**config.mk**
```make
export PLATFORM = sky130hd
export DESIGN_NAME = unix_seconds_to_calendar_date
export DESIGN_NICKNAME = d
export VERILOG_FILES = /design/src/sv/udc_pkg.sv /design/src/sv/udc_split.sv /design/src/sv/udc_year.sv /design/src/sv/udc_month.sv /design/src/sv/unix_seconds_to_calendar_date.sv
export SDC_FILE = /design/constraint.sdc
export NUM_CORES = 2
export LEC_CHECK = 0
export ABC_CLOCK_PERIOD_IN_PS = 61100
export BUFFER_PORTS_ARGS = -buffer_cell sky130_fd_sc_hd__buf_2
export CAP_MARGIN = 20
export CORE_ASPECT_RATIO = 0.7
export CORE_MARGIN = 1
export CORE_UTILIZATION = 60
export DETAILED_ROUTE_END_ITERATION = 7
export PLACE_DENSITY_LB_ADDON = 0.3
export SLEW_MARGIN = 10
export SYNTH_ARGS = -nofsm -noshare
export SYNTH_HDL_FRONTEND = slang
export SYNTH_SLANG_ARGS = --single-unit
```
**constraint.sdc**
```tcl
create_clock -name clk_i -period 61.1 [get_ports clk_i]
set_clock_uncertainty 0.15 [all_clocks]
set_input_delay 3.055 -clock clk_i [delete_from_list [all_inputs] [get_ports clk_i]]
set_output_delay 3.055 -clock clk_i [all_outputs]
set_load 0.05 [all_outputs]
```
**src/sv/udc_pkg.sv**
```systemverilog
`timescale 1ns / 1ps
// Shared types and constants for the seconds-to-calendar converter.
// No dependencies; used by every module of the block.
package udc_pkg;

  // Time of day fields, carried alongside the date computation.
  typedef struct packed {
    logic [5:0] sec;
    logic [5:0] min;
    logic [4:0] hr;
  } udc_tod_t;

  // Pipeline control shared by all stages.
  typedef struct packed {
    logic en;
    logic vld;
  } udc_ctl_t;

  // Reciprocals for the constant divisions.
  localparam logic [31:0] RECIP_60 = 32'h8888_8889;  // 2^37 / 60, rounded up
  localparam int unsigned SHIFT_60 = 37;
  localparam logic [17:0] RECIP_3 = 18'd174763;      // 2^19 / 3, rounded up
  localparam int unsigned SHIFT_3 = 19;
  localparam logic [12:0] RECIP_100 = 13'd5243;      // 2^19 / 100, rounded up
  localparam logic [5:0] RECIP_25 = 6'd41;           // 2^10 / 25, rounded up
  localparam logic [11:0] RECIP_YEAR = 12'd2871;     // 2^20 / 365.2425

  // Day count of 1970-01-01 from the common era origin.
  localparam logic [19:0] EPOCH_DAYS_CE = 20'd719499;
  // Offset that moves the day count to the March year boundary of 1969.
  localparam logic [16:0] MARCH_OFFSET = 17'd306;
  localparam logic [11:0] YEAR_BASE = 12'd1968;

  // Cumulative days before March-based month m, that is 367*m/12.
  localparam logic [8:0] CUM_DAYS [1:12] = '{
    9'd30, 9'd61, 9'd91, 9'd122, 9'd152, 9'd183,
    9'd214, 9'd244, 9'd275, 9'd305, 9'd336, 9'd367
  };

endpackage

```
**src/sv/udc_split.sv**
```systemverilog
`timescale 1ns / 1ps
// Splits a seconds count into seconds, minutes, hours and whole days.
// Six stages of constant reciprocal multiplies; depends on udc_pkg.
module udc_split (
  input  logic             clk_i,
  input  logic             rst_ni,
  input  udc_pkg::udc_ctl_t ctl_i,
  input  logic [31:0]      secs_i,
  output logic             vld_o,
  output logic [15:0]      days_o,
  output udc_pkg::udc_tod_t tod_o
);

  logic [5:0]  vld_q;
  logic [31:0] t_a_q;
  logic [63:0] p1_q;
  logic [26:0] q1_b_q, q1_c_q;
  logic [58:0] p2_q;
  logic [20:0] q2_d_q, q2_e_q;
  logic [36:0] p3_q;
  logic [15:0] days_q;
  logic [5:0]  sec_b_q, sec_c_q, sec_d_q, sec_e_q, sec_f_q;
  logic [5:0]  min_d_q, min_e_q, min_f_q;
  logic [4:0]  hr_q;

  logic [63:0] p1_d;
  logic [26:0] q1_d;
  logic [31:0] rem1;
  logic [58:0] p2_d;
  logic [20:0] q2_d;
  logic [26:0] rem2;
  logic [36:0] p3_d;
  logic [15:0] days_d;
  logic [20:0] rem3;

  always_comb begin
    p1_d   = 64'(secs_i) * 64'(udc_pkg::RECIP_60);
    q1_d   = p1_q[63:udc_pkg::SHIFT_60];
    rem1   = t_a_q - 32'(q1_d) * 32'd60;
    p2_d   = 59'(q1_b_q) * 59'(udc_pkg::RECIP_60);
    q2_d   = p2_q[57:udc_pkg::SHIFT_60];
    rem2   = q1_c_q - 27'(q2_d) * 27'd60;
    p3_d   = 37'(q2_d_q[20:3]) * 37'(udc_pkg::RECIP_3);
    days_d = p3_q[34:udc_pkg::SHIFT_3];
    rem3   = q2_e_q - 21'(days_d) * 21'd24;
  end

  always_ff @(posedge clk_i or negedge rst_ni) begin
    if (!rst_ni) begin
      vld_q <= '0;
    end else if (ctl_i.en) begin
      vld_q <= {vld_q[4:0], ctl_i.vld};
    end
  end

  always_ff @(posedge clk_i) begin
    if (ctl_i.en) begin
      t_a_q   <= secs_i;
      p1_q    <= p1_d;
      q1_b_q  <= q1_d;
      sec_b_q <= rem1[5:0];
      q1_c_q  <= q1_b_q;
      sec_c_q <= sec_b_q;
      p2_q    <= p2_d;
      q2_d_q  <= q2_d;
      min_d_q <= rem2[5:0];
      sec_d_q <= sec_c_q;
      p3_q    <= p3_d;
      q2_e_q  <= q2_d_q;
      min_e_q <= min_d_q;
      sec_e_q <= sec_d_q;
      days_q  <= days_d;
      hr_q    <= rem3[4:0];
      min_f_q <= min_e_q;
      sec_f_q <= sec_e_q;
    end
  end

  // The stage-A copy of the count feeds the remainder in stage B only.
  assign vld_o      = vld_q[5];
  assign days_o     = days_q;
  assign tod_o.sec  = sec_f_q;
  assign tod_o.min  = min_f_q;
  assign tod_o.hr   = hr_q;

endmodule

```
**src/sv/udc_year.sv**
```systemverilog
`timescale 1ns / 1ps
// Finds the March-based year of a day count and the day within that year.
// Estimate by reciprocal, then a three-way correction; depends on udc_pkg.
module udc_year (
  input  logic             clk_i,
  input  logic             rst_ni,
  input  udc_pkg::udc_ctl_t ctl_i,
  input  logic [15:0]      days_i,
  output logic             vld_o,
  output logic [11:0]      year_o,
  output logic [8:0]       doy_o
);

  logic [3:0]  vld_q;
  logic [19:0] t_a_q, t_b_q, t_c_q;
  logic [28:0] pe_q;
  logic [11:0] c_q [3];
  logic [11:0] c_c_q [3];
  logic [19:0] y365_q [3];
  logic [9:0]  y4_q [3];
  logic [4:0]  y100_q [3];
  logic [3:0]  y400_q [3];
  logic [19:0] dby_q [3];
  logic [11:0] year_q;
  logic [8:0]  doy_q;

  logic [16:0] u;
  logic [7:0]  ye;
  logic [11:0] c_d [3];
  logic [23:0] p100 [3];
  logic [13:0] p400 [3];
  logic [19:0] doy_full;
  logic [11:0] year_d;
  logic [19:0] dby_sel;

  always_comb begin
    u  = 17'(days_i) + udc_pkg::MARCH_OFFSET;
    ye = pe_q[27:20];
    for (int k = 0; k < 3; k++) begin
      c_d[k]  = udc_pkg::YEAR_BASE + 12'(ye) + 12'(k);
      p100[k] = 24'(c_d[k]) * 24'(udc_pkg::RECIP_100);
      p400[k] = 14'(c_d[k][11:4]) * 14'(udc_pkg::RECIP_25);
    end
    // Take the latest candidate whose March start lies before the day.
    if (t_c_q > dby_q[2] + 20'd30) begin
      year_d  = c_c_q[2];
      dby_sel = dby_q[2];
    end else if (t_c_q > dby_q[1] + 20'd30) begin
      year_d  = c_c_q[1];
      dby_sel = dby_q[1];
    end else begin
      year_d  = c_c_q[0];
      dby_sel = dby_q[0];
    end
    doy_full = t_c_q - dby_sel;
  end

  always_ff @(posedge clk_i or negedge rst_ni) begin
    if (!rst_ni) begin
      vld_q <= '0;
    end else if (ctl_i.en) begin
      vld_q <= {vld_q[2:0], ctl_i.vld};
    end
  end

  always_ff @(posedge clk_i) begin
    if (ctl_i.en) begin
      t_a_q <= 20'(days_i) + udc_pkg::EPOCH_DAYS_CE;
      pe_q  <= 29'(u) * 29'(udc_pkg::RECIP_YEAR);
      t_b_q <= t_a_q;
      t_c_q <= t_b_q;
      for (int k = 0; k < 3; k++) begin
        c_q[k]    <= c_d[k];
        y365_q[k] <= 20'(c_d[k]) * 20'd365;
        y4_q[k]   <= c_d[k][11:2];
        y100_q[k] <= p100[k][23:19];
        y400_q[k] <= p400[k][13:10];
        c_c_q[k]  <= c_q[k];
        dby_q[k]  <= y365_q[k] + 20'(y4_q[k]) - 20'(y100_q[k]) + 20'(y400_q[k]);
      end
      year_q <= year_d;
      doy_q  <= doy_full[8:0];
    end
  end

  assign vld_o  = vld_q[3];
  assign year_o = year_q;
  assign doy_o  = doy_q;

endmodule

```
**src/sv/udc_month.sv**
```systemverilog
`timescale 1ns / 1ps
// Finds the month and day of month, then moves to a January-based year.
// Two stages against the cumulative day table of udc_pkg.
module udc_month (
  input  logic             clk_i,
  input  logic             rst_ni,
  input  udc_pkg::udc_ctl_t ctl_i,
  input  logic [11:0]      year_i,
  input  logic [8:0]       doy_i,
  output logic             vld_o,
  output logic [4:0]       mday_o,
  output logic [3:0]       month_o,
  output logic [11:0]      year_o
);

  logic [1:0]  vld_q;
  logic [3:0]  mon_q;
  logic [8:0]  doy_q;
  logic [11:0] year_a_q, year_q;
  logic [4:0]  mday_q;
  logic [3:0]  month_q;

  logic [3:0]  mon_d;
  logic [8:0]  mday_full;
  logic [3:0]  mon_jan;
  logic [11:0] year_d;

  always_comb begin
    // The month count is one plus the months whose start the day has passed.
    mon_d = 4'd1;
    for (int m = 2; m <= 12; m++) begin
      if (doy_i > udc_pkg::CUM_DAYS[m]) mon_d = mon_d + 4'd1;
    end
    mday_full = doy_q - udc_pkg::CUM_DAYS[mon_q];
    if (mon_q > 4'd10) begin
      mon_jan = mon_q - 4'd10;
      year_d  = year_a_q + 12'd1;
    end else begin
      mon_jan = mon_q + 4'd2;
      year_d  = year_a_q;
    end
  end

  always_ff @(posedge clk_i or negedge rst_ni) begin
    if (!rst_ni) begin
      vld_q <= '0;
    end else if (ctl_i.en) begin
      vld_q <= {vld_q[0], ctl_i.vld};
    end
  end

  always_ff @(posedge clk_i) begin
    if (ctl_i.en) begin
      mon_q    <= mon_d;
      doy_q    <= doy_i;
      year_a_q <= year_i;
      mday_q   <= mday_full[4:0];
      month_q  <= mon_jan;
      year_q   <= year_d;
    end
  end

  assign vld_o   = vld_q[1];
  assign mday_o  = mday_q;
  assign month_o = month_q;
  assign year_o  = year_q;

endmodule

```
**src/sv/unix_seconds_to_calendar_date.sv**
```systemverilog
`timescale 1ns / 1ps
// Top level of the Unix seconds to Gregorian calendar converter.
// Instantiates udc_split, udc_year and udc_month; depends on udc_pkg.
//
//   Channel  Signals                               Direction
//   input    valid_i, stall_o, unix_seconds_i      word in
//   output   valid_o, stall_i, second_o .. year_o  word out
//
// From acceptance to its result a word passes these stages: six split
// off seconds, minutes and hours, four find the year, two find the month.
// A new word can enter in every cycle; the whole pipeline advances together.
// When the output word is held by stall_i, every stage freezes and stall_o
// rises, so nothing is lost or repeated. Reset clears only the valid bits.
module unix_seconds_to_calendar_date (
  input  logic        clk_i,
  input  logic        rst_ni,
  input  logic        valid_i,
  output logic        stall_o,
  input  logic [31:0] unix_seconds_i,
  output logic        valid_o,
  input  logic        stall_i,
  output logic [5:0]  second_o,
  output logic [5:0]  minute_o,
  output logic [4:0]  hour_o,
  output logic [4:0]  day_of_month_o,
  output logic [3:0]  month_o,
  output logic [11:0] year_o
);

  // The pipeline moves unless a finished word waits at the output.
  logic en;
  assign en      = !(valid_o && stall_i);
  assign stall_o = !en;

  udc_pkg::udc_ctl_t ctl_split, ctl_year, ctl_month;
  logic              split_vld, year_vld;
  logic [15:0]       days;
  udc_pkg::udc_tod_t tod;
  logic [11:0]       year_mar;
  logic [8:0]        doy;

  assign ctl_split = '{en: en, vld: valid_i};
  assign ctl_year  = '{en: en, vld: split_vld};
  assign ctl_month = '{en: en, vld: year_vld};

  udc_split u_split (
    .clk_i  (clk_i),
    .rst_ni (rst_ni),
    .ctl_i  (ctl_split),
    .secs_i (unix_seconds_i),
    .vld_o  (split_vld),
    .days_o (days),
    .tod_o  (tod)
  );

  udc_year u_year (
    .clk_i  (clk_i),
    .rst_ni (rst_ni),
    .ctl_i  (ctl_year),
    .days_i (days),
    .vld_o  (year_vld),
    .year_o (year_mar),
    .doy_o  (doy)
  );

  udc_month u_month (
    .clk_i   (clk_i),
    .rst_ni  (rst_ni),
    .ctl_i   (ctl_month),
    .year_i  (year_mar),
    .doy_i   (doy),
    .vld_o   (valid_o),
    .mday_o  (day_of_month_o),
    .month_o (month_o),
    .year_o  (year_o)
  );

  // Time of day waits out the six date stages in a delay line.
  udc_pkg::udc_tod_t tod_q [6];

  always_ff @(posedge clk_i) begin
    if (en) begin
      tod_q[0] <= tod;
      for (int k = 1; k < 6; k++) begin
        tod_q[k] <= tod_q[k-1];
      end
    end
  end

  assign second_o = tod_q[5].sec;
  assign minute_o = tod_q[5].min;
  assign hour_o   = tod_q[5].hr;

  // Assertions.
  a_stall_needs_word: assert property (@(posedge clk_i) disable iff (!rst_ni)
    stall_o |-> valid_o)
    else $error("stall_o raised with no word at the output");

  a_month_range: assert property (@(posedge clk_i) disable iff (!rst_ni)
    valid_o |-> (month_o != 4'd0 && month_o <= 4'd12))
    else $error("month out of range");

  a_mday_range: assert property (@(posedge clk_i) disable iff (!rst_ni)
    valid_o |-> (day_of_month_o != 5'd0))
    else $error("day of month is zero");

  a_time_range: assert property (@(posedge clk_i) disable iff (!rst_ni)
    valid_o |-> (second_o < 6'd60 && minute_o < 6'd60 && hour_o < 5'd24))
    else $error("time of day out of range");

endmodule

```
==> impl_results.md <==
* Status: completed
* Setup TNS at 0 ps
* Num CTS Buffers at 61
* Core area at 0.105 mm²
* Worst path most repeated cell: fa_1
* I/O pins at 76
* Routed len/inst at 17.8 µm
* Post-synth cell types at 80
* PostCTS Resize Cnt at 0
* Sequential cell area fraction in the yosys report at 29.2%
* Post-synthesis xor/xnor area fraction at 4.31%
* H-tree depth at 2
* Commonest non-fill, non-tap cell in the layout: inv_1
* Die area at 0.108 mm²
* Startpoint class of the critical path: input port
* Area fraction in compound gates after synthesis at 5.71%
* CP Cell Sequence: buf_2, ha_1, inv_1, fa_1, fa_1, inv_1, fa_1, fa_1, fa_1, fa_1, ha_1, inv_1, or4_4, o311ai_1, o21ai_2, o21a_2, o311a_4, a21oi_4, a21oi_2, xnor2_1
* Cts hold-fix bufs at 0
* Cells on worst reg2reg path at 23
* Placer Congestion at 0.959
* Clk sinks at 621
* Ant. Diodes at 0
* RR Startpoint: u_year.pe_q[24]$_DFFE_PN_
* Synth Instances at 5572
* Postcts setup bufs at 0
* Setup violators final at 0
* Port bufs at 75
* #FFs+latches synth at 621
* Maximum clock rate at 107 MHz
* Synth Area in Simple Gates at 4.94%
* Worst-Skew Late Latency at 690 ps
* Slew @ Worst Pin at 1080 ps
* Fin. Hold Viols at 0
* WHS Endpoint: tod_q[5][13]$_DFFE_PN_
* Setup CP Type: in -> reg
* Initial antenna violation count at 0
* Die Wd at 391 µm
* GRT Util Overall at 24.7%
* Flop2flop setup slack at 52060 ps
* CTS Buffer Depth at 3
* Largest net degree at the start of global routing at 192
* Post-Synth Adder-Cell Area at 46.5%
* Routed wire length at 128 mm
* Hold depth at 0
* CTS tree: built
* FFs w/ async S/R, synth at 1.93%
* Crit Path Max Fanout at 6
* Mapped Area at 0.0637 mm²
* Relative slew slack at 27.4%
* DR pass1 iterations at 5
* CP peak stage delay at 640 ps
* Top_reg_cell synth: edfxtp_1
* P&R area growth vs syn at 6.75%
* Slowest stage cell, crit path: o311ai_1
* Gr ovfl total at 0
* Final nets at 7696
* Commonest cells after routing, fill and taps aside: inv_1, ha_1, fa_1
* Post-layout min period at 9360 ps
* Vias in the first global route at 39600
* Placed Cells at 7061
* Pins Over Slew Limit at 0
* Initial core utilization at 60.9%
* Worst path buffer plus inverter count at 4
* RSZ-0062 raised after global routing: no
* CP Capture Type: flop
* Fraction of layout cells with a size suffix above 1 at 4.49%
* Cell row count at 99
* Root buf cell: clkbuf_16
* Die Ht at 275 µm
* Clock transition at path regs at 80 ps
* Placed cell area at 0.0660 mm²
* Finished Cell Area at 0.0680 mm²
* Number of flops mapped to enable cells by yosys at 609
* Mux share of post-synthesis cell area at 0.742%
* First-pass GRT wire length at 208 mm
* Worst min path class: reg -> reg
* Worst Path Arrival at 9620 ps
* R2R Path End: u_year.y100_q[0][9]$_DFFE_PN_
* Crit path max-delay family: adder cells
* CP required at 61360 ps
* Main combinational cell family by area after synthesis: adder cells
* Maximum capacitance violations at 0
* Drt drc at 0
* Synth Area per Inst at 11.4 µm²
* Detail Route Antenna Nets at 0
* Via count at 38700
* Via density at 5.40
* Yosys warns at 0
* Tcrit/Tclk final at 15.3%
* Hold Crit Start: tod_q[4][13]$_DFFE_PN_
* Final non-filler cell total at 7176
* DR iter-0 viols at 2353
* Synth Net Count at 7558
* DP HPWL at 107 mm
==> cells in the mapped netlist, types with 12 or more instances <==
library cell,number,share of area (%)
nor2_1,172,1.0
nand3_1,60,0.47
mux2_2,18,0.32
nand2_1,134,0.79
and2_1,15,0.15
xnor2_1,206,2.8
o211ai_1,21,0.25
nand2b_1,26,0.26
o21ai_0,110,0.86
dfrtp_1,12,0.47
and3_1,29,0.28
clkbuf_1,20,0.12
a31oi_1,18,0.18
a211oi_1,21,0.25
edfxtp_1,609,29
xor2_1,98,1.3
mux2i_1,27,0.42
a21o_1,80,0.94
o21a_1,37,0.44
inv_1,1427,8.4
o21bai_1,14,0.16
fa_1,698,22
a21oi_1,149,1.2
or3_1,12,0.12
ha_1,1252,25
nor2b_1,43,0.42
nor3_1,55,0.43
nand4_1,37,0.36
==> worst max path at each step <==
stage                                 start                    endpoint  slack, ps  depth (start not counted)
after global routing      unix_seconds_i[5]  u_split.p1_q[56]$_DFFE_PN_      51530                         20
after global placement    unix_seconds_i[5]  u_split.p1_q[63]$_DFFE_PN_      51120                         20
after detailed placement  unix_seconds_i[5]  u_split.p1_q[63]$_DFFE_PN_      51040                         20
after CTS                 unix_seconds_i[5]  u_split.p1_q[63]$_DFFE_PN_      51760                         20
after floorplan                     stall_i                     stall_o      32750                          3
final                     unix_seconds_i[5]  u_split.p1_q[63]$_DFFE_PN_      51740                         20
==> cell type report <==
type	count	area, µm²
Tap cell	1414	1770
Timing Repair Buffer	105	613
Fill cell	7918	36700
Clock inverter	44	459
Clock buffer	71	1560
Sequential cell	621	18600
Multi-Input combinational cell	3494	39700
Inverter	1427	5360
==> metal layers <==
metal  up-vias  share of wire (%)  global-route usage (%)
met5         -                  0                       0
met3       134                6.7                    4.11
met2      1009                 43                    37.2
met1     18900                 49                    38.1
met4         0                1.5                    4.27
li1      18700                  -                       -
==> logic make-up (layout without fill, tap and decap cells) <==
family / Yosys count / in the layout
buffers and inverters: 1457 / 1647
adders and majority gates: 1950 / 1950
xor gates and xnor gates: 309 / 309
muxes: 45 / 45
DFF: 621 / 621
and+or+nand+nor: 637 / 637
AOI/OAI and AO/OA: 553 / 553
==> worst reg2reg max path: stages (launching register included) <==
cell       delay (ps)
edfxtp_1          490
inv_1             290
ha_1              340
xnor2_2           570
inv_1             290
o31ai_1           490
and2_1            430
inv_1             100
fa_1              530
fa_1              460
fa_1              530
fa_1              550
fa_1              550
inv_1              40
ha_1              200
or4_1             510
a21oi_1           110
o21ai_0           100
o22ai_1           400
nor3_1             90
a2111oi_0         900
o21ai_0           380
a21oi_1           260
xor2_1             80
==> metrics by stage <==
step                      setup WS [ps]  util (%)  hold slack, ps
after global routing              51530      65.0             213
after detailed placement          51040      63.0             255
after floorplan                   32750         -             250
final                             51740      65.0             191
after global placement            51120      63.0             250
after CTS                         51760      65.0             197
==> state kept, by name, summed over array words and instances, names as in the netlist, 24 cells and up <==
| signal | count |
|---|---|
| u_year.y4_q | 29 |
| u_year.c_c_q | 34 |
| u_year.dby_q | 49 |
| u_split.q1_b_q | 27 |
| u_split.p2_q | 24 |
| u_year.y365_q | 48 |
| u_split.p1_q | 30 |
| tod_q | 102 |
Power is left out: the tool's default activity adds up to more than one toggle a clock period on the data nets, which glitch-free logic cannot reach.
